$ cat config.mk
export PLATFORM = sky130hd
export DESIGN_NAME = rgb_to_hsv_converter_unit
export DESIGN_NICKNAME = d
export VERILOG_FILES = /design/src/hw/rtl/rgbhsv_pkg.sv /design/src/hw/rtl/rgbhsv_front.sv /design/src/hw/rtl/rgbhsv_div.sv /design/src/hw/rtl/rgb_to_hsv_converter_unit.sv
export SDC_FILE = /design/constraint.sdc
export NUM_CORES = 1
export LEC_CHECK = 0
export BUFFER_PORTS_ARGS = -buffer_cell sky130_fd_sc_hd__buf_2
export CORE_UTILIZATION = 45
export DETAILED_ROUTE_END_ITERATION = 10
export SYNTH_ARGS = -nofsm -noshare
export SYNTH_HDL_FRONTEND = slang
export SYNTH_SLANG_ARGS = --single-unit
$ cat constraint.sdc
create_clock -name clock -period 18.7 [get_ports clock]
set_input_delay 1.87 -clock clock [delete_from_list [all_inputs] [get_ports clock]]
set_output_delay 1.87 -clock clock [all_outputs]
set_load 0.03 [all_outputs]
$ cat src/hw/rtl/rgbhsv_pkg.sv
// ----------------------------------------------------------------------------
// RGB to HSV converter package
// Shared widths, constants, pipeline types and the divider step function.
// ----------------------------------------------------------------------------
package rgbhsv_pkg;

   // Field widths of the pixel and of the result.
   localparam int CHAN_W  = 8;
   localparam int HUE_W   = 15;
   localparam int SAT_W   = 16;
   localparam int REQ_W   = 3 * CHAN_W;
   localparam int RSP_W   = 40;

   // Hue is in degrees times 64: one sector is 60 degrees, a full turn 360.
   localparam logic [14:0] HUE_SCALE = 15'd3840;
   localparam logic [14:0] HUE_FULL  = 15'd23040;

   // Divider geometry: a 24-bit dividend over an 8-bit divisor, 16 quotient bits.
   localparam int QUO_W          = 16;
   localparam int DIVIDEND_W     = CHAN_W + QUO_W;
   localparam int BITS_PER_STAGE = 2;
   localparam int DIV_STAGES     = QUO_W / BITS_PER_STAGE;

   // Sector of the hue circle, picked by the largest channel.
   typedef enum logic [1:0] {
      SECT_RED,
      SECT_GREEN,
      SECT_BLUE
   } sector_type;

   // One division in flight: partial remainder, dividend bits still to be
   // consumed (shifting out at the top) with quotient bits shifting in below.
   typedef struct packed {
      logic [CHAN_W-1:0] rem;
      logic [QUO_W-1:0]  bits;
      logic [CHAN_W-1:0] dvs;
   } lane_type;

   // Payload of one item inside the divider pipeline.
   typedef struct packed {
      logic [CHAN_W-1:0] value;
      lane_type          sat;
      lane_type          hue;
   } div_stage_type;

   // One restoring division step. The remainder always stays below the divisor.
   function automatic lane_type div_step(lane_type l);
      logic [CHAN_W:0] trial;
      logic [CHAN_W:0] less;
      lane_type        o;
      trial = {l.rem, l.bits[QUO_W-1]};
      less  = trial - {1'b0, l.dvs};
      o     = l;
      if (trial >= {1'b0, l.dvs}) begin
         o.rem  = less[CHAN_W-1:0];
         o.bits = {l.bits[QUO_W-2:0], 1'b1};
      end else begin
         o.rem  = trial[CHAN_W-1:0];
         o.bits = {l.bits[QUO_W-2:0], 1'b0};
      end
      return o;
   endfunction

endpackage

$ cat src/hw/rtl/rgbhsv_front.sv
// ----------------------------------------------------------------------------
// RGB to HSV front end
// Two register stages: channel max, min and sector, then the two dividends.
// ----------------------------------------------------------------------------
module rgbhsv_front
   import rgbhsv_pkg::*;
(
   input  logic                clock,
   input  logic                reset,
   input  logic                en,
   input  logic                in_valid,
   input  logic [CHAN_W-1:0]   red,
   input  logic [CHAN_W-1:0]   green,
   input  logic [CHAN_W-1:0]   blue,
   output logic                out_valid,
   output div_stage_type       out_data
);

   logic                va_ff;
   logic                vb_ff;
   logic [CHAN_W-1:0]   mx_ff;
   logic [CHAN_W-1:0]   delta_ff;
   logic signed [CHAN_W:0] diff_ff;
   sector_type          sect_ff;
   logic [CHAN_W-1:0]   mx_in;
   logic [CHAN_W-1:0]   delta_in;
   logic signed [CHAN_W:0] diff_in;
   sector_type          sect_in;
   div_stage_type       data_ff;
   div_stage_type       data_in;

   // Stage A: largest and smallest channel, sector and signed difference.
   always_comb begin
      logic [CHAN_W-1:0] m;
      logic [CHAN_W-1:0] n;
      m = (red > green) ? red : green;
      m = (m > blue) ? m : blue;
      n = (red < green) ? red : green;
      n = (n < blue) ? n : blue;
      mx_in    = m;
      delta_in = m - n;
      if (red == m) begin
         sect_in = SECT_RED;
         diff_in = $signed({1'b0, green}) - $signed({1'b0, blue});
      end else if (green == m) begin
         sect_in = SECT_GREEN;
         diff_in = $signed({1'b0, blue}) - $signed({1'b0, red});
      end else begin
         sect_in = SECT_BLUE;
         diff_in = $signed({1'b0, red}) - $signed({1'b0, green});
      end
   end

   always_ff @(posedge clock) begin
      if (reset) begin
         va_ff <= 1'b0;
      end else if (en) begin
         va_ff <= in_valid;
      end
   end

   always_ff @(posedge clock) begin
      if (en) begin
         mx_ff    <= mx_in;
         delta_ff <= delta_in;
         diff_ff  <= diff_in;
         sect_ff  <= sect_in;
      end
   end

   // Stage B: dividends and divisors. A negative red-sector hue wraps by
   // using six sectors as offset, so the hue dividend is never negative.
   // A zero divisor becomes one; its dividend is zero in that case.
   always_comb begin
      logic [10:0]        off_delta;
      logic [10:0]        t;
      logic [DIVIDEND_W-1:0] t_w;
      logic [DIVIDEND_W-1:0] sat_num;
      logic [DIVIDEND_W-1:0] hue_num;
      case (sect_ff)
         SECT_RED:   off_delta = diff_ff[CHAN_W] ?
                                 ({1'b0, delta_ff, 2'b0} + {2'b0, delta_ff, 1'b0}) : 11'd0;
         SECT_GREEN: off_delta = {2'b0, delta_ff, 1'b0};
         SECT_BLUE:  off_delta = {1'b0, delta_ff, 2'b0};
         default:    off_delta = 11'd0;
      endcase
      t       = off_delta + {{2{diff_ff[CHAN_W]}}, diff_ff};
      t_w     = {13'b0, t};
      // 3840 = 4096 - 256
      hue_num = (t_w << 12) - (t_w << 8);
      sat_num = {delta_ff, 16'b0} - {16'b0, delta_ff};

      data_in.value    = mx_ff;
      data_in.sat.rem  = sat_num[DIVIDEND_W-1:QUO_W];
      data_in.sat.bits = sat_num[QUO_W-1:0];
      data_in.sat.dvs  = (mx_ff == '0) ? 8'd1 : mx_ff;
      data_in.hue.rem  = hue_num[DIVIDEND_W-1:QUO_W];
      data_in.hue.bits = hue_num[QUO_W-1:0];
      data_in.hue.dvs  = (delta_ff == '0) ? 8'd1 : delta_ff;
   end

   always_ff @(posedge clock) begin
      if (reset) begin
         vb_ff <= 1'b0;
      end else if (en) begin
         vb_ff <= va_ff;
      end
   end

   always_ff @(posedge clock) begin
      if (en) begin
         data_ff <= data_in;
      end
   end

   assign out_valid = vb_ff;
   assign out_data  = data_ff;

endmodule

$ cat src/hw/rtl/rgbhsv_div.sv
// ----------------------------------------------------------------------------
// RGB to HSV divider pipeline
// Restoring division for saturation and hue side by side, two quotient bits
// per register stage.
// ----------------------------------------------------------------------------
module rgbhsv_div
   import rgbhsv_pkg::*;
(
   input  logic           clock,
   input  logic           reset,
   input  logic           en,
   input  logic           in_valid,
   input  div_stage_type  in_data,
   output logic           out_valid,
   output div_stage_type  out_data
);

   logic [DIV_STAGES-1:0] valid_ff;
   div_stage_type         st_ff [DIV_STAGES];
   div_stage_type         st_in [DIV_STAGES];

   // Each stage takes the previous stage and runs its division steps.
   always_comb begin
      div_stage_type cur;
      for (int k = 0; k < DIV_STAGES; k++) begin
         if (k == 0) begin
            cur = in_data;
         end else begin
            cur = st_ff[k-1];
         end
         for (int j = 0; j < BITS_PER_STAGE; j++) begin
            cur.sat = div_step(cur.sat);
            cur.hue = div_step(cur.hue);
         end
         st_in[k] = cur;
      end
   end

   always_ff @(posedge clock) begin
      if (reset) begin
         valid_ff <= '0;
      end else if (en) begin
         valid_ff <= {valid_ff[DIV_STAGES-2:0], in_valid};
      end
   end

   always_ff @(posedge clock) begin
      if (en) begin
         for (int k = 0; k < DIV_STAGES; k++) begin
            st_ff[k] <= st_in[k];
         end
      end
   end

   assign out_valid = valid_ff[DIV_STAGES-1];
   assign out_data  = st_ff[DIV_STAGES-1];

endmodule

$ cat src/hw/rtl/rgb_to_hsv_converter_unit.sv
// ----------------------------------------------------------------------------
// RGB to HSV converter, top level
// Converts one 8-bit RGB pixel per clock, unless the receiver stalls, into hue, saturation and value.
// ----------------------------------------------------------------------------
// Usage:
//   Pixels enter on the req_ stream: one item per pixel, red, green and blue
//   packed in req_tdata. Results leave on the rsp_ stream in the same order,
//   one item per pixel: hue (degrees times 64), saturation (times 65535) and
//   value (the largest channel).
//   Throughput is one item per clock while the receiver keeps up. From the
//   accepting edge to rsp_tvalid the item passes eleven registers, the first
//   loaded at the accepting edge: two front stages (max/min, then dividends),
//   eight divider stages at two quotient bits each for the 16-bit quotients,
//   and the output register.
//   Reset clears all valid bits; no item is in flight afterwards and
//   req_tready is high.
//   When the receiver stalls, a result waits in the output register while
//   the pipeline keeps moving and keeps accepting items until an item reaches
//   the last divider stage; then the whole pipeline holds until the output
//   register is taken. Nothing is lost or repeated.
// ----------------------------------------------------------------------------
module rgb_to_hsv_converter_unit
   import rgbhsv_pkg::*;
(
   input  logic             clock,
   input  logic             reset,
   input  logic             req_tvalid,
   output logic             req_tready,
   input  logic [REQ_W-1:0] req_tdata,   // red [7:0], green [15:8], blue [23:16]
   output logic             rsp_tvalid,
   input  logic             rsp_tready,
   output logic [RSP_W-1:0] rsp_tdata    // hue [14:0], saturation [30:15], value [38:31]
);

   logic             en;
   logic             front_valid;
   div_stage_type    front_data;
   logic             div_valid;
   div_stage_type    div_data;
   logic             rsp_valid_ff;
   logic [RSP_W-1:0] rsp_data_ff;
   logic [RSP_W-1:0] rsp_data_in;
   logic             out_free;

   // The pipeline holds only when its last stage has an item the full,
   // stalled output register cannot take.
   assign out_free   = !rsp_valid_ff || rsp_tready;
   assign en         = out_free || !div_valid;
   assign req_tready = en;

   rgbhsv_front u_front (
      .clock     (clock),
      .reset     (reset),
      .en        (en),
      .in_valid  (req_tvalid),
      .red       (req_tdata[7:0]),
      .green     (req_tdata[15:8]),
      .blue      (req_tdata[23:16]),
      .out_valid (front_valid),
      .out_data  (front_data)
   );

   rgbhsv_div u_div (
      .clock     (clock),
      .reset     (reset),
      .en        (en),
      .in_valid  (front_valid),
      .in_data   (front_data),
      .out_valid (div_valid),
      .out_data  (div_data)
   );

   // Result packing.
   assign rsp_data_in = {1'b0, div_data.value, div_data.sat.bits,
                         div_data.hue.bits[HUE_W-1:0]};

   // Output register.
   always_ff @(posedge clock) begin
      if (reset) begin
         rsp_valid_ff <= 1'b0;
      end else if (out_free) begin
         rsp_valid_ff <= div_valid;
      end
   end

   always_ff @(posedge clock) begin
      if (out_free && div_valid) begin
         rsp_data_ff <= rsp_data_in;
      end
   end

   assign rsp_tvalid = rsp_valid_ff;
   assign rsp_tdata  = rsp_data_ff;

   // Hue stays below a full turn.
   a_hue_range: assert property (@(posedge clock) disable iff (reset)
      rsp_tvalid |-> (rsp_tdata[14:0] < HUE_FULL))
      else $error("hue out of range");

   // A black pixel has zero hue and saturation.
   a_black: assert property (@(posedge clock) disable iff (reset)
      (rsp_tvalid && rsp_tdata[38:31] == 8'd0) |->
      (rsp_tdata[30:15] == 16'd0 && rsp_tdata[14:0] == 15'd0))
      else $error("black pixel with nonzero hue or saturation");

   // A gray pixel (zero saturation) has zero hue.
   a_gray: assert property (@(posedge clock) disable iff (reset)
      (rsp_tvalid && rsp_tdata[30:15] == 16'd0) |-> (rsp_tdata[14:0] == 15'd0))
      else $error("gray pixel with nonzero hue");

   // Input back-pressure only while a result is stalled at the output.
   a_ready: assert property (@(posedge clock) disable iff (reset)
      !req_tready |-> (rsp_tvalid && !rsp_tready))
      else $error("input stalled without output stall");

endmodule

# After elaboration in Yosys (flattened, before gate mapping)
# Memories as Yosys holds them, arrays and structs flattened. A register that Yosys moved wholly into a read port is not among the register bits.
# Index checks and enable logic that the tools add are counted.
[op_classes] add_sub_neg=40 reduce_logical=8 order_cmp=36 n_mux=43 n_eq_ne=4
[ops] cell="$mux W24" count=32
[ops] cell="$ge A9 B8 Y1" count=32
[ops] cell="$sub A8 B8 Y8" count=33
[ops] cell="$pmux W11 S3" count=1
[ops] cell="$mux W8" count=4
[ops] cell="$sub A8 B8 Y9" count=3
[ops] cell="$sub A23 B19 Y24" count=1
[ops] cell="$sub A24 B8 Y24" count=1
[ops] cell="$mux W9" count=2
[ops] cell="$eq A8 B8 Y1" count=2
[ops] cell="$gt A8 B8 Y1" count=2
[ops] cell="$logic_not A8 Y1" count=2
[ops] cell="$lt A8 B8 Y1" count=2
[ops] cell="$add A10 B9 Y11" count=1
[ops] cell="$add A11 B11 Y11" count=1
[ops] cell="$mux W11" count=1
[ops] cell="$eq A2 B1 Y1 const B" count=1
[ops] cell="$eq A2 B2 Y1 const B" count=1
[ops] cell="$logic_not A1 Y1" count=2
[ops] cell="$logic_not A2 Y1" count=1
[ops] cell="$logic_or A1 B1 Y1" count=2
[ops] cell="$mux W1" count=2
[ops] cell="$mux W2" count=1
[ops] cell="$logic_and A1 B1 Y1" count=1
[word_totals] word_cells=147 register_bits=110 mem_bits_rw=576 out_inout_bits=42 mem_count=1
[mem_list] name="u_div.st_ff" depth=8 word_bits=72 read_ports=8 rd_clocked_by_memory_dff=1 wr=8 line_no="rgbhsv_div.sv:19" text="div_stage_type st_ff [DIV_STAGES];"

# Longest topological paths before layout
[logic_depth] ltp_word=7 ltp_mapped=25 mapped_depth_nobuf=23

# By module
# Synthesis repeated with hierarchy kept, for this count alone.
[unflattened] hier_cells=3309 hier_area_um2=40420.0
[modules_own_cells] mod="rgbhsv_div" cells_each=2555 instances=1 seq_area_each_um2=17456.7 area_each_um2=32058.2
[modules_own_cells] mod="rgbhsv_front" cells_each=707 instances=1 seq_area_each_um2=2742.6 area_each_um2=7123.1
[modules_own_cells] mod="rgb_to_hsv_converter_unit" cells_each=47 instances=1 seq_area_each_um2=1191.1 area_each_um2=1238.7

# Worst setup path after synthesis
# No wires, ideal clock.
[synth_timing] kind="input-to-output" from="input rsp_tready" to="output req_tready" stages=2 arrival_ps=14374 path_buffers=0 slack_ps=2456 required_time_ps=16830 cell_sequence="nor2b_1 nand2_1"
[synth_between] elab_chain_len=2
[synth_rtl] item="from (decl)" line_no="rgb_to_hsv_converter_unit.sv:31" text="input logic rsp_tready,"
[synth_rtl] item="$logic_or A1 B1 Y1" line_no="rgb_to_hsv_converter_unit.sv:47" text="assign out_free = !rsp_valid_ff || rsp_tready;"
[synth_rtl] item="$logic_or A1 B1 Y1" line_no="rgb_to_hsv_converter_unit.sv:48" text="assign en = out_free || !div_valid;"
[synth_rtl] item="to (decl)" line_no="rgb_to_hsv_converter_unit.sv:28" text="output logic req_tready,"
# Every way passes these cells.

# Final worst setup path
[layout_timing] from="input req_tdata[13]" to="register u_front.diff_ff[8], data pin"
[layout_between] elab_chain_len=7 elab_cells_between_ends=10 cone_classes="add/sub: 2; order compare: 2; eq/ne: 2; mux: 4"
[layout_rtl] item="from (decl)" line_no="rgb_to_hsv_converter_unit.sv:29" text="input logic [REQ_W-1:0] req_tdata,"
[layout_rtl] item="$gt A8 B8 Y1" line_no="rgbhsv_front.sv:36" text="m = (red > green) ? red : green;"
[layout_rtl] item="$mux W8 (*)" line_no="rgbhsv_front.sv:36"
[layout_rtl] item="$gt A8 B8 Y1" line_no="rgbhsv_front.sv:37" text="m = (m > blue) ? m : blue;"
[layout_rtl] item="$mux W8 (*)" line_no="rgbhsv_front.sv:37"
[layout_rtl] item="via u_front.mx_in[2]" line_no="rgbhsv_front.sv:25" text="logic [CHAN_W-1:0] mx_in;"
[layout_rtl] item="$eq A8 B8 Y1" line_no="rgbhsv_front.sv:45" text="end else if (green == m) begin"
[layout_rtl] item="$mux W9" line_no="rgbhsv_front.sv:45"
[layout_rtl] item="$mux W9 (*)" line_no="rgbhsv_front.sv:42" text="if (red == m) begin"
[layout_rtl] item="via u_front.diff_in[8]" line_no="rgbhsv_front.sv:27" text="logic signed [CHAN_W:0] diff_in;"
[layout_rtl] item="to (signal assigned)" line_no="rgbhsv_front.sv:66" text="diff_ff <= diff_in;"
[layout_rtl] item="to (decl)" line_no="rgbhsv_front.sv:23" text="logic signed [CHAN_W:0] diff_ff;"
# The timed path passes the listed nets; every way through them passes the cells marked *.
# A chain may end at the register's enable or synchronous reset.

==> metrics.md <==
| Metric | Value |
|---|---|
| Status | completed |
| Startpoint types | input pin |
| GR Overflow Total | 0 |
| #FFs+latches synth | 631 |
| Worst slew margin | 27.2% |
| RSZ-0062 raised after global routing | false |
| CTS buffer count | 72 |
| Crit path DAT | 7.75 ns |
| Post-synth top area cell | edfxtp_1 |
| Setup Buffers After CTS | 0 |
| Flop-to-flop setup slack | 12.48 ns |
| Drt drc | 0 |
| Mapped Area | 35500 µm² |
| Mapped Cells | 2857 |
| Worst-Margin Slew | 1.09 ns |
| ANT nets after route | 0 |
| Fin crit share | 39.7% |
| Fin nets | 3359 |
| Sequential area share after synthesis | 53.0% |
| Area grow syn2layout | 11.4% |
| Commonest non-fill, non-tap cells in the layout | edfxtp_1, inv_1, ha_1 |
| Max cap viols | 0 |
| Setup TNS | 0 ns |
| Routed len/inst | 16.2 µm |
| Initial core utilization | 45.7% |
| # IOs | 70 |
| Drt pass-1 iters | 5 |
| Layout cells sized above 1 | 13.6% |
| Die Height | 283 µm |
| Total of cells resized after clock tree synthesis | 0 |
| Fin. Hold Viols | 0 |
| Yosys warnings | 0 |
| Synth top area share | 52.4% |
| Standard-cell rows | 102 |
| TritonCTS clock tree | built |
| Post-synth top flop | edfxtp_1 |
| Mean Syn Cell Area | 12.4 µm² |
| Setup CP Type | in -> reg |
| Htree depth | 3 |
| Post-synth EDFFs | 620 |
| Initial antenna violation count | 0 |
| Clock-pin slew of the registers on the worst-case setup and hold paths | 0.06 ns |
| Core Box Area | 77700 µm² |
| DR vias | 21.1k |
| Vias in the first global route | 22.0k |
| Clock sinks | 631 |
| First-pass GRT wire length | 109000 µm |
| Worst Setup End Kind | flip-flop |
| CTS root buf | clkbuf_16 |
| Final Critical Period | 7.42 ns |
| GP Congestion | 0.858 |
| Starting DRT DRC Count | 888 |
| Longest Clk Path Bufs | 3 |
| CP max FO | 26 |
| Synth top area cells | edfxtp_1, ha_1, mux2_2, inv_1, xnor2_1 |
| Ant diodes | 0 |
| Total wire length | 65800 µm |
| All-Layer GR Usage | 16.5% |
| Commonest non-fill, non-tap cell in the layout | edfxtp_1 |
| Critical Path RT | 19.03 ns |
| I/O Buffers | 68 |
| Clock Latency Late Sink | 0.60 ns |
| Die W | 283 µm |
| Clk_skew | 0.0257 ns |
| Syn nets | 3249 |
| Final-report setup violation count | 0 |
| Slew Viols, Final | 0 |
| Count of different cell masters after synthesis | 62 |
| Fmax | 0.135 GHz |
| DIE AREA | 80100 µm² |
| Worst Hold Class | reg -> reg |
| CTS Hold Buffers Added | 0 |
| Synth async-reset ratio | 0% |
| Vias/cell | 5.18 |
| DP HPWL | 48800 µm |
| Pin count of the biggest net entering global routing | 187 |
cell families after synthesis:
family	Yosys count	synth area share, %
fa+ha+maj	364	13.5
buf+inv	388	4.21
compound gates	514	9.73
flops	631	53.0
xor+xnor	191	4.71
simple gates	527	7.30
mux	241	7.51
other cells	1	0.0106
layer usage:
metal / GRT usage, % / routed length, µm / share of wire, %
met1: 20.2 / 29500 / 45
met2: 29.7 / 33000 / 50
met3: 2.30 / 1810 / 2.7
met4: 5.18 / 1490 / 2.3
met5: 0 / 0 / 0
area by class of cell:
class	instances	area (µm²)
multi-input cells	1838	15200
repair buffers	76	413
clock buffers	83	1910
well taps	1040	1300
fillers	6624	38200
clock inverters	47	603
flip-flops and latches	631	18800
inverters	348	1310
worst max-delay path, stage by stage:
cell and delay, ns:
buf_2 0.19, inv_1 0.12, ha_1 0.38, nand3_2 0.15, o221ai_1 0.44, o21ba_1 0.60
mux2i_1 0.36, inv_1 0.08, ha_1 0.29, and3_1 0.20, a21boi_1 0.20, o31a_1 0.84
mux2_4 0.41, xnor2_1 0.14, nor4_2 0.40, nand3_1 0.58, mux2_4 0.49
synth_stat cells, types with 33 or more instances:
cell type,n
nand4_1,47
nand2_1,120
mux2_2,196
edfxtp_1,620
o21ai_0,152
a21o_1,62
nand2b_1,33
xor2_1,79
nor2b_1,71
nand3_1,35
inv_1,348
ha_1,332
a21oi_1,126
nor2_1,155
xnor2_1,112
mux2i_1,43
path summary, 6_finish.rpt:
check / to / startpoint / cells past startpoint
max: u_front.diff_ff[8]$_DFFE_PP_ / req_tdata[13] / 17
min: u_div.st_ff[2][51]$_DFFE_PP_ / u_div.st_ff[1][49]$_DFFE_PP_ / 0
max reg2reg: u_div.st_ff[5][61]$_DFFE_PP_ / u_div.st_ff[4][33]$_DFFE_PP_ / 23
min reg2reg: u_div.st_ff[2][51]$_DFFE_PP_ / u_div.st_ff[1][49]$_DFFE_PP_ / 0
sequential cells by signal, summed over array words and instances, names as in the netlist:
signal / count
u_front.delta_ff: 8
u_front.va_ff: 1
rsp_tdata: 39
u_div.valid_ff: 8
u_front.sect_ff: 2
u_div.st_ff: 491
u_front.out_data: 63
u_front.out_valid: 1
rsp_tvalid: 1
u_front.mx_ff: 8
u_front.diff_ff: 9
through the flow:
stage	setup WS, ns	instance area, µm²	hold slack (ns)	utilization, %	instances
6_report	11.28	39600	0.403	50.9	4063
5_1_grt	10.95	39600	0.418	50.9	4063
4_1_cts	11.30	39600	0.400	50.9	4063
2_1_floorplan	2.46	35500	0.400	-	2857
3_5_place_dp	10.67	37100	0.405	47.7	3933
3_3_place_gp	10.77	37100	0.400	47.7	3933
Power is left out: the tool's default activity adds up to more than one toggle a clock period on the data nets, which glitch-free logic cannot reach.
